`config.mk`:
```
export PLATFORM = sky130hd
export DESIGN_NAME = multi_worker_heartbeat_watchdog
export DESIGN_NICKNAME = d
export VERILOG_FILES = /design/src/rtl/mhw_pkg.sv /design/src/rtl/mhw_cell.sv /design/src/rtl/multi_worker_heartbeat_watchdog.sv
export SDC_FILE = /design/constraint.sdc
export NUM_CORES = 2
export LEC_CHECK = 0
export ABC_AREA = 1
export BUFFER_PORTS_ARGS = -buffer_cell sky130_fd_sc_hd__buf_4
export CAP_MARGIN = 20
export CORE_UTILIZATION = 32
export DETAILED_ROUTE_END_ITERATION = 16
export PLACE_DENSITY = 0.57
export SKIP_CTS_REPAIR_TIMING = 1
export SYNTH_ARGS = -nofsm -noshare
export SYNTH_HDL_FRONTEND = slang
export SYNTH_HIERARCHICAL = 1
export SYNTH_SLANG_ARGS = --single-unit
```
`constraint.sdc`:
```
create_clock -name clk -period 24.1 [get_ports clk]
set_clock_uncertainty 0.2 [all_clocks]
set_input_delay 1.205 -clock clk [delete_from_list [all_inputs] [get_ports clk]]
set_output_delay 1.205 -clock clk [all_outputs]
set_load 0.02 [all_outputs]
```
`src/rtl/mhw_pkg.sv`:
```
// shared constants, types and helpers for the heartbeat watchdog
package mhw_pkg;

    localparam int SLOTS      = 16;
    localparam int TIME_BITS  = 48;
    localparam int GRACE_BITS = 32;
    localparam int OP_BITS    = 3;
    localparam int WORKER_BITS = 4;
    localparam int CNT_BITS   = 5;
    localparam int TAG_BITS   = 4;

    typedef logic [TIME_BITS-1:0] time_t;
    typedef logic [CNT_BITS-1:0]  cnt_t;
    typedef logic [TAG_BITS-1:0]  tag_t;

    localparam time_t TIME_MAX  = '1;
    localparam cnt_t  COUNT_MAX = '1;

    typedef enum logic [OP_BITS-1:0] {
        OP_TICK   = 3'd0,
        OP_ADD    = 3'd1,
        OP_REMOVE = 3'd2,
        OP_RESET  = 3'd3,
        OP_CLEAR  = 3'd4,
        OP_CHECK  = 3'd5
    } op_t;

    typedef enum logic [1:0] {
        ST_IDLE,
        ST_EXEC,
        ST_SCAN,
        ST_PUSH
    } state_t;

    // command broadcast to every cell
    typedef struct packed {
        logic  go;
        op_t   op;
        time_t soft_dl;
        time_t hard_dl;
        logic  hard_en;
    } cmd_t;

    // scan token passed down the chain
    typedef struct packed {
        logic valid;
        cnt_t bad;
        cnt_t tot;
        logic fatal;
        tag_t fslot;
    } tok_t;

    // addressed cell reports its deadlines against now
    typedef struct packed {
        logic late;
        logic hard_late;
    } probe_t;

    function automatic time_t time_add(time_t t, logic [GRACE_BITS-1:0] d);
        logic [TIME_BITS:0] s;
        s = {1'b0, t} + (TIME_BITS+1)'(d);
        return s[TIME_BITS] ? TIME_MAX : s[TIME_BITS-1:0];
    endfunction

    function automatic cnt_t sat_inc(cnt_t c);
        return (c == COUNT_MAX) ? c : c + cnt_t'(1);
    endfunction

endpackage

```
`src/rtl/mhw_cell.sv`:
```
// one worker slot: deadlines, armed bits and its stage of the scan chain
module mhw_cell
    import mhw_pkg::*;
(
    input  logic   clk,
    input  logic   rst_n,
    input  logic   sel,
    input  tag_t   tag,
    input  cmd_t   cmd,
    input  time_t  now,
    input  tok_t   tok_in,
    output tok_t   tok_out,
    output probe_t probe
);

    logic  used_reg, used_next;
    logic  soft_armed_reg, soft_armed_next;
    logic  hard_armed_reg, hard_armed_next;
    time_t soft_dl_reg, soft_dl_next;
    time_t hard_dl_reg, hard_dl_next;
    tok_t  tok_reg, tok_next;
    logic  late;
    logic  hard_late;

    assign late      = soft_armed_reg && (soft_dl_reg < now);
    assign hard_late = hard_armed_reg && (hard_dl_reg < now);

    assign probe.late      = sel && used_reg && late;
    assign probe.hard_late = sel && used_reg && hard_late;
    assign tok_out         = tok_reg;

    always_comb
    begin
        used_next       = used_reg;
        soft_armed_next = soft_armed_reg;
        hard_armed_next = hard_armed_reg;
        soft_dl_next    = soft_dl_reg;
        hard_dl_next    = hard_dl_reg;
        if (cmd.go && sel)
        begin
            case (cmd.op)
                OP_ADD:
                begin
                    used_next       = 1'b1;
                    soft_armed_next = 1'b0;
                    hard_armed_next = 1'b0;
                end
                OP_REMOVE:
                begin
                    used_next       = 1'b0;
                    soft_armed_next = 1'b0;
                    hard_armed_next = 1'b0;
                end
                OP_RESET:
                begin
                    if (used_reg)
                    begin
                        soft_dl_next    = cmd.soft_dl;
                        soft_armed_next = 1'b1;
                        hard_dl_next    = cmd.hard_dl;
                        hard_armed_next = cmd.hard_en;
                    end
                end
                OP_CLEAR:
                begin
                    if (used_reg)
                    begin
                        soft_armed_next = 1'b0;
                        hard_armed_next = 1'b0;
                    end
                end
                default:
                begin
                end
            endcase
        end
    end

    // scan stage: count this slot and latch fatal if nobody did before
    always_comb
    begin
        tok_next = tok_in;
        if (tok_in.valid && used_reg)
        begin
            tok_next.tot = sat_inc(tok_in.tot);
            if (late)
            begin
                tok_next.bad = sat_inc(tok_in.bad);
            end
            if (hard_late && !tok_in.fatal)
            begin
                tok_next.fatal = 1'b1;
                tok_next.fslot = tag;
            end
        end
    end

    always_ff @(posedge clk or negedge rst_n)
    begin
        if (!rst_n)
        begin
            used_reg       <= 1'b0;
            soft_armed_reg <= 1'b0;
            hard_armed_reg <= 1'b0;
            tok_reg        <= '0;
        end
        else
        begin
            used_reg       <= used_next;
            soft_armed_reg <= soft_armed_next;
            hard_armed_reg <= hard_armed_next;
            tok_reg        <= tok_next;
        end
    end

    always_ff @(posedge clk)
    begin
        soft_dl_reg <= soft_dl_next;
        hard_dl_reg <= hard_dl_next;
    end

endmodule

```
`src/rtl/multi_worker_heartbeat_watchdog.sv`:
```
// heartbeat watchdog over a row of worker slot cells
//
// input channel (in_valid / in_stall) carries one command beat: op, worker,
// grace and hard_grace. every beat yields exactly one result beat on the
// output channel (out_valid / out_stall) with the stored check counts, the
// sticky fatal flag and, for reset and clear, the addressed slot's overdue bit.
// one command is in flight at a time: in_stall is low only while idle.
// tick, add, remove, reset and clear pass from acceptance through the exec and
// push states to the result register; check also waits in the scan state while a
// token passes down the chain of SLOTS cells, one cell per cycle.
// the block is back in idle as the result is loaded, so a new beat is taken
// only once the last one's result is in the output register.
// the result sits in an output register; while the receiver stalls it holds,
// and a finished command waits in the push state until that register frees.
// the next beat may be accepted while a result still waits to be taken.
// reset clears the time counter, all used and armed bits, the counts and the
// fatal flag; no output beat is pending after reset.
module multi_worker_heartbeat_watchdog
    import mhw_pkg::*;
(
    input  logic                   clk,
    input  logic                   rst_n,
    input  logic                   in_valid,
    output logic                   in_stall,
    input  logic [OP_BITS-1:0]     op,
    input  logic [WORKER_BITS-1:0] worker,
    input  logic [GRACE_BITS-1:0]  grace,
    input  logic [GRACE_BITS-1:0]  hard_grace,
    output logic                   out_valid,
    input  logic                   out_stall,
    output logic                   healthy,
    output logic [CNT_BITS-1:0]    unhealthy_count,
    output logic [CNT_BITS-1:0]    total_count,
    output logic                   worker_overdue,
    output logic                   fatal,
    output logic [TAG_BITS-1:0]    fatal_worker
);

    state_t state_reg, state_next;

    logic [OP_BITS-1:0]     op_reg;
    logic [WORKER_BITS-1:0] worker_reg;
    logic [GRACE_BITS-1:0]  grace_reg;
    logic [GRACE_BITS-1:0]  hgrace_reg;

    time_t now_reg, now_next;
    cnt_t  last_unhealthy_reg, last_unhealthy_next;
    cnt_t  last_total_reg, last_total_next;
    logic  fatal_reg, fatal_next;
    tag_t  fatal_slot_reg, fatal_slot_next;
    logic  overdue_reg, overdue_next;

    logic  out_valid_reg, out_valid_next;
    logic  healthy_reg;
    cnt_t  unhealthy_out_reg;
    cnt_t  total_out_reg;
    logic  overdue_out_reg;
    logic  fatal_out_reg;
    tag_t  fatal_worker_out_reg;

    logic             accept;
    logic             out_free;
    logic             push;
    op_t              cur_op;
    cmd_t             cmd;
    logic [SLOTS-1:0] sel_vec;
    logic [SLOTS-1:0] tok_valid_vec;
    probe_t           probe_arr [SLOTS];
    tok_t             tok_chain [SLOTS+1];
    logic             any_late;
    logic             any_hard_late;

    assign accept   = in_valid && !in_stall;
    assign in_stall = (state_reg != ST_IDLE);
    assign out_free = !out_valid_reg || !out_stall;
    assign push     = (state_reg == ST_PUSH) && out_free;
    assign cur_op   = op_t'(op_reg);

    assign cmd.go      = (state_reg == ST_EXEC);
    assign cmd.op      = cur_op;
    assign cmd.soft_dl = time_add(now_reg, grace_reg);
    assign cmd.hard_dl = time_add(now_reg, hgrace_reg);
    assign cmd.hard_en = (hgrace_reg != '0);

    // scan token enters the first cell when a check is launched
    always_comb
    begin
        tok_chain[0]       = '0;
        tok_chain[0].valid = (state_reg == ST_EXEC) && (cur_op == OP_CHECK);
        tok_chain[0].fatal = fatal_reg;
        tok_chain[0].fslot = fatal_slot_reg;
    end

    for (genvar i = 0; i < SLOTS; i++)
    begin : g_cell
        assign sel_vec[i]       = (32'(worker_reg) == i);
        assign tok_valid_vec[i] = tok_chain[i+1].valid;

        mhw_cell u_cell (
            .clk     (clk),
            .rst_n   (rst_n),
            .sel     (sel_vec[i]),
            .tag     (TAG_BITS'(i)),
            .cmd     (cmd),
            .now     (now_reg),
            .tok_in  (tok_chain[i]),
            .tok_out (tok_chain[i+1]),
            .probe   (probe_arr[i])
        );
    end

    always_comb
    begin
        any_late      = 1'b0;
        any_hard_late = 1'b0;
        for (int i = 0; i < SLOTS; i++)
        begin
            any_late      = any_late | probe_arr[i].late;
            any_hard_late = any_hard_late | probe_arr[i].hard_late;
        end
    end

    always_comb
    begin
        state_next          = state_reg;
        now_next            = now_reg;
        last_unhealthy_next = last_unhealthy_reg;
        last_total_next     = last_total_reg;
        fatal_next          = fatal_reg;
        fatal_slot_next     = fatal_slot_reg;
        overdue_next        = overdue_reg;
        out_valid_next      = out_valid_reg && out_stall;
        case (state_reg)
            ST_IDLE:
            begin
                if (accept)
                begin
                    state_next = ST_EXEC;
                end
            end
            ST_EXEC:
            begin
                overdue_next = 1'b0;
                state_next   = ST_PUSH;
                case (cur_op)
                    OP_TICK:
                    begin
                        if (now_reg != TIME_MAX)
                        begin
                            now_next = now_reg + time_t'(1);
                        end
                    end
                    OP_RESET, OP_CLEAR:
                    begin
                        overdue_next = any_late;
                        if (any_hard_late && !fatal_reg)
                        begin
                            fatal_next      = 1'b1;
                            fatal_slot_next = TAG_BITS'(worker_reg);
                        end
                    end
                    OP_CHECK:
                    begin
                        state_next = ST_SCAN;
                    end
                    default:
                    begin
                    end
                endcase
            end
            ST_SCAN:
            begin
                if (tok_chain[SLOTS].valid)
                begin
                    last_unhealthy_next = tok_chain[SLOTS].bad;
                    last_total_next     = tok_chain[SLOTS].tot;
                    fatal_next          = tok_chain[SLOTS].fatal;
                    fatal_slot_next     = tok_chain[SLOTS].fslot;
                    state_next          = ST_PUSH;
                end
            end
            ST_PUSH:
            begin
                if (out_free)
                begin
                    out_valid_next = 1'b1;
                    state_next     = ST_IDLE;
                end
            end
            default:
            begin
                state_next = ST_IDLE;
            end
        endcase
    end

    always_ff @(posedge clk or negedge rst_n)
    begin
        if (!rst_n)
        begin
            state_reg          <= ST_IDLE;
            now_reg            <= '0;
            last_unhealthy_reg <= '0;
            last_total_reg     <= '0;
            fatal_reg          <= 1'b0;
            fatal_slot_reg     <= '0;
            overdue_reg        <= 1'b0;
            out_valid_reg      <= 1'b0;
        end
        else
        begin
            state_reg          <= state_next;
            now_reg            <= now_next;
            last_unhealthy_reg <= last_unhealthy_next;
            last_total_reg     <= last_total_next;
            fatal_reg          <= fatal_next;
            fatal_slot_reg     <= fatal_slot_next;
            overdue_reg        <= overdue_next;
            out_valid_reg      <= out_valid_next;
        end
    end

    // command capture and result beat
    always_ff @(posedge clk)
    begin
        if (accept)
        begin
            op_reg     <= op;
            worker_reg <= worker;
            grace_reg  <= grace;
            hgrace_reg <= hard_grace;
        end
        if (push)
        begin
            healthy_reg          <= (last_unhealthy_reg == '0);
            unhealthy_out_reg    <= last_unhealthy_reg;
            total_out_reg        <= last_total_reg;
            overdue_out_reg      <= overdue_reg;
            fatal_out_reg        <= fatal_reg;
            fatal_worker_out_reg <= fatal_slot_reg;
        end
    end

    assign out_valid       = out_valid_reg;
    assign healthy         = healthy_reg;
    assign unhealthy_count = unhealthy_out_reg;
    assign total_count     = total_out_reg;
    assign worker_overdue  = overdue_out_reg;
    assign fatal           = fatal_out_reg;
    assign fatal_worker    = fatal_worker_out_reg;

    a_single_token: assert property (@(posedge clk) disable iff (!rst_n)
        $onehot0(tok_valid_vec))
        else $error("more than one scan token in the cell chain");

    a_token_in_scan: assert property (@(posedge clk) disable iff (!rst_n)
        tok_chain[SLOTS].valid |-> state_reg == ST_SCAN)
        else $error("scan token left the chain outside a check");

    a_fatal_sticky: assert property (@(posedge clk) disable iff (!rst_n)
        fatal_reg |=> fatal_reg && $stable(fatal_slot_reg))
        else $error("fatal flag or slot changed after latching");

    a_counts_order: assert property (@(posedge clk) disable iff (!rst_n)
        last_unhealthy_reg <= last_total_reg)
        else $error("overdue count exceeds used slot count");

endmodule

```
## After elaboration in Yosys (flattened, before gate mapping)

Index checks and enable logic that the tools add are counted.

| storage, ports and cells | value |
|---|---|
| bits of input ports | 75 |
| register bits after elaboration | 1,995 |
| word-level logic and storage cells | 757 |
| output and inout bits | 19 |

| cells by class | value |
|---|---|
| bitwise operators | 30 |
| add/sub/neg operators | 33 |
| $lt $le $gt $ge | 32 |
| muxes and demuxes | 177 |
| equal/unequal tests | 91 |
| reduce and logical (&&, ||, !) cells | 216 |

Operator list:

| cell | number |
|---|---|
| $lt A48 B48 Y1 | 32 |
| $mux W5 | 61 |
| $mux W15 | 16 |
| $add A5 B1 Y5 const B | 30 |
| $eq A5 B5 Y1 const B | 30 |
| $logic_and A1 B1 Y1 | 133 |
| $add A48 B32 Y49 | 2 |
| $mux W48 | 2 |
| $pmux W1 S3 | 32 |
| $reduce_and A4 Y1 | 17 |
| $ne A2 B1 Y1 const B | 33 |
| $mux W1 | 56 |
| $reduce_and A3 Y1 | 18 |
| $add A48 B1 Y48 const B | 1 |
| $ne A48 B48 Y1 const B | 1 |
| $reduce_and A2 Y1 | 17 |
| $eq A4 B4 Y1 const B | 8 |
| $reduce_bool A32 Y1 | 1 |
| $or A1 B1 Y1 | 30 |
| $logic_not A1 Y1 | 19 |
| $eq A4 B3 Y1 const B | 4 |
| $mux W4 | 3 |
| $eq A4 B2 Y1 const B | 2 |
| $ne A2 B2 Y1 const B | 4 |
| 18 further kinds | 27 |

## Depth between registers and ports, before layout

| logic depth | value |
|---|---|
| depth in word-level cells | 22 |
| depth in mapped cells | 21 |
| mapped depth without buffers | 21 |

## Cells and area by module

The synthesis kept the hierarchy.

By module, submodules not included:

| module | seq. area each (um^2) | cells each | area an instance (um^2) | instances |
|---|---|---|---|---|
| mhw_cell (g_cell[0].u_cell ...) | 3,358.2 | 561 | 6,164.7 | 15 |
| multi_worker_heartbeat_watchdog | 4,319.1 | 2,317 | 14,273.7 | 1 |
| mhw_cell (g_cell[7].u_cell) | 3,358.2 | 561 | 6,159.7 | 1 |

## Worst setup path before layout

Ideal clock, no wire load.

| path | value |
|---|---|
| path kind | flip-flop to flip-flop |
| start point | register op_reg[0], in the netlist cur_op[0] |
| end point | register g_cell[0].u_cell.soft_armed_reg |
| buffers on the path | 0 |
| setup slack | 15,305 ps |
| arrival | 8,478 ps |
| required time | 23,784 ps |
| cell stages (with the launch flop) | 4 |
| setup time | 116 ps |
| period minus slack after synthesis | 8,795 ps |
| cells stage by stage | edfxtp_1 nand3b_1 nor3_1 o21bai_1 |

| on the way | value |
|---|---|
| word-level cells in the longest chain between the ends | 4 |
| elaborated cells between the ends (all ways) | 10 |
| classes of those cells | 6 x eq/ne; 1 x mux; 3 x reduce/logical |

Ends and longest elaborated chain:

| item | line | source |
|---|---|---|
| from (decl) | multi_worker_heartbeat_watchdog.sv:41 | `logic [OP_BITS-1:0] op_reg;` |
| from (signal assigned) | multi_worker_heartbeat_watchdog.sv:228 | `op_reg <= op;` |
| $eq A3 B1 Y1 / $eq A3 B2 Y1 (equally long branches) | mhw_cell.sv:41 | `case (cmd.op)` |
| $reduce_or A2 Y1 (no source line) | n/a |  |
| $reduce_bool A3 Y1 (no source line) | n/a |  |
| $reduce_and A4 Y1 (no source line) | n/a |  |
| to (signal assigned) | mhw_cell.sv:110 | `soft_armed_reg <= soft_armed_next;` |
| to (decl) | mhw_cell.sv:17 | `logic soft_armed_reg, soft_armed_next;` |

Parallel ways exist; a longest one is shown, timed or not.
A chain may end at the register's enable or synchronous reset.

==> metrics.csv <==
stage,metric,value,unit
clocking,TritonCTS Sinks,1995,
critical_path,Most common cell on crit path,nand2_1,
clocking,Clock Tree Root,clkbuf_16,
finish,final core occ,36.5,%
yosys,most frequent cells after synthesis,"2679 x nand2_1, 1668 x inv_1, 1624 x edfxtp_1, 1606 x ha_1, 657 x nor2_1",
run,Max Cap Viol,0,
timing,Final setup viols,0,
detailed_routing,Final ANT Viol Nets,0,
power_and_ir_drop,PwrDens,56.9,nW/um^2
critical_path,crit path max fanout,46,
placement,Placed Cells,16200,
yosys,Avg Inst Size Synth,10.0,sq um
finish,area grow syn2layout,13.3,%
floorplanning,CORE AREA,350000,sq um
timing,Slew HR,21.6,%
timing,Final period util,22.2,%
critical_path,CP max-delay cell,nand3_1,
global_routing,global-route wire length before repair,526,mm
timing,measured slew at the worst slew-check pin,1.18,ns
clocking,clk slew on worst S/H paths,0.06,ns
clocking,H-tree levels,4,
yosys,Async SR Flop Fraction,18.6,%
timing,Final WS setup,18.76,ns
placement,Final HPWL DP,280,mm
global_routing,total congestion overflow,0,
placement,port bufs,93,
yosys,Post-synth EDFFs,1624,
yosys,area share of the largest cell type after synthesis,43.2,%
detailed_routing,DRC,0,
clocking,clock latency on the worst-skew pair,0.96,ns
worst_hold_path,worst hold path class,in2async,
clocking,CTS Buf Count,228,
timing,RSZ-0062 raised after global routing,no,
yosys,Synth Flop Type,edfxtp_1,
critical_path,CP cell instances,"inv_1, fa_1, inv_1, nand3_1, nand3_1, nand2_1, nand2_1, nand2_1, nand2_1, nand2_1, nand2_1, nand2_4, nand3_1",
critical_path,Reg2Reg Depth,13,
detailed_routing,Pre-antenna DRT Iters,8,
run_status,outcome,"complete, no violations",
critical_path,Critical R2R Launch,now_reg[1]$_DFFE_PN0P_,
floorplanning,Initial Util,32.2,%
critical_path,WP data arrival,5.64,ns
floorplanning,num rows,217,
power_and_ir_drop,"IR drop worst, VDD",0.0696,mV
detailed_routing,DRT Wirelength,371,mm
yosys,Syn Inst Count,11300,
detailed_routing,Vias/cell,4.92,
floorplanning,Top Ports,94,
power_and_ir_drop,total chip power,7.29,mW
critical_path,R2R setup slack,18.76,ns
yosys,Mapped Area,113000,sq um
finish,layout cells sized above 1,8.34,%
power_and_ir_drop,Seq pwr share,50.9,%
critical_path,reg2reg end,g_cell[14].u_cell/soft_dl_reg[13]$_DFFE_PP_,
global_routing,GRT Total Usage,20.5,%
yosys,synth top area cells,"edfxtp_1 43%, ha_1 18%, nand2_1 8.9%, dfrtp_1 8.2%, inv_1 5.5%",
power_and_ir_drop,Power Internal,5.76,mW
floorplanning,Die H,596,microns
critical_path,"Req. time, crit path",24.39,ns
timing,f_max,0.187,GHz
power_and_ir_drop,Comb pwr share,0.8,%
finish,post-layout net count,13500,
global_routing,vias in the first global route,76400,
timing,final hold vios,0,
critical_path,CP startpoint kind,flop,
timing,Final Critical Period,5.34,ns
detailed_routing,DR WL/cell,22.3,microns
power_and_ir_drop,Clock power frac,48.3,%
global_routing,largest net degree at the start of global routing,183,
yosys,Yosys top cell by area,edfxtp_1,
yosys,sequential fraction of the synthesis area,51.4,%
yosys,top-count cell post-synth,nand2_1,
yosys,post-synthesis register bit count,1995,
critical_path,family with the most delay on the worst path,simple AND/OR/NAND/NOR gates,
detailed_routing,initial DRC count,7966,
floorplanning,Die X-Extent,596,microns
finish,Non-Filler Instances,16600,
timing,setup_tns,0,ns
yosys,Syn. warnings,6,
power_and_ir_drop,reported net switching power,1.53,mW
clocking,Clock Path Buffers,4,
clocking,CTS tree,yes,
global_routing,antenna violations before repair,9,
critical_path,Crit. End Element,flop,
placement,Place WS,18.89,ns
placement,GP Congestion,0.984,
yosys,post-synth cell types,47,
detailed_routing,via count,81600,
power_and_ir_drop,Leak,49.9,nW
critical_path,Worst Path Buf+Inv,2,
critical_path,Setup CP Type,reg2reg,
critical_path,max incr delay on CP,1.01,ns
floorplanning,die area,355000,sq um
timing,Max Slew Vio Count,0,
power_and_ir_drop,Sw Ratio,21.0,%
==> power by group through the flow <==
stage / clock, mW / sequential [mW] / combinational (mW)
global placement: 0 / 3.78 / 0.0603
floorplan: 0 / 3.78 / 0.0283
global route: 3.72 / 3.71 / 0.0696
CTS: 3.60 / 3.71 / 0.0610
finish: 3.52 / 3.71 / 0.0593
detailed placement: 0 / 3.78 / 0.0605
==> worst register-to-register path, delay by kind of cell, from the launching register on <==
family	cells	cell delay (ns)
adders and majority gates	1	0.56
buffers and inverters	2	0.61
DFF	1	0.94
and+or+nand+nor	10	2.61
==> worst max-delay path by stage <==
stage / from / to / cells after the start
4_1_cts: now_reg[1]$_DFFE_PN0P_ / g_cell[13].u_cell/soft_dl_reg[25]$_DFFE_PP_ / 13
2_1_floorplan: cur_op[0]$_DFFE_PP_ / g_cell[0].u_cell/soft_armed_reg$_DFFE_PN0P_ / 3
6_report: now_reg[1]$_DFFE_PN0P_ / g_cell[14].u_cell/soft_dl_reg[13]$_DFFE_PP_ / 13
3_5_place_dp: now_reg[1]$_DFFE_PN0P_ / g_cell[11].u_cell/soft_dl_reg[25]$_DFFE_PP_ / 13
5_1_grt: now_reg[1]$_DFFE_PN0P_ / g_cell[14].u_cell/soft_dl_reg[13]$_DFFE_PP_ / 13
3_3_place_gp: now_reg[1]$_DFFE_PN0P_ / g_cell[13].u_cell/soft_dl_reg[24]$_DFFE_PP_ / 13
==> logic make-up (layout without fill, tap and decap cells) <==
logic type,after synthesis,after routing,synth area share [%]
simple gates,4527,4527,17.6
flops,1995,1995,51.4
buf+inv,1880,2476,6.30
fa+ha+maj,1608,1608,17.8
compound gates,1124,1124,5.56
xor+xnor,131,131,1.02
mux,26,26,0.259
other cells,2,96,0.00665
==> layout by cell type, fill, tap and decap left out, types with 92 or more instances in the layout <==
master     instances
o21ai_0           99
conb_1            92
nor3_1           107
inv_1           1667
o21ai_1          132
a21oi_1          629
o21a_1            96
nand4_1          329
buf_4            188
edfxtp_1        1624
clkbuf_16        231
ha_1            1606
nand3_1          433
dfrtp_1          371
nand2_1         2679
nor2_1           657
inv_2            189
==> layer usage <==
| layer | global-route usage (%) | vias up | wire length [microns] |
|---|---|---|---|
| li1 | - | 39200 | - |
| met2 | 30.3 | 2702 | 154000 |
| met4 | 8.85 | 2 | 18600 |
| met5 | 0 | - | 9 |
| met1 | 29.1 | 39200 | 167000 |
| met3 | 3.60 | 534 | 30500 |
==> through the flow <==
stage	area, sq um	hold slack, ns
final	128000	0.137
after global routing	128000	0.163
after CTS	128000	0.0880
after detailed placement	120000	0.160
after global placement	120000	0.156
after floorplan	113000	0.154
==> layout make-up <==
cell class | instances | area [sq um]
fillers | 34900 | 222000
repair buffers | 195 | 1540
multi-input cells | 7508 | 48200
inverters | 1859 | 6980
diodes | 4 | 10.0
flip-flops and latches | 1995 | 58100
clock buffers | 300 | 6170
well taps | 4599 | 5750
clock inverters | 122 | 1270
Power figures use the tool's default switching activity.
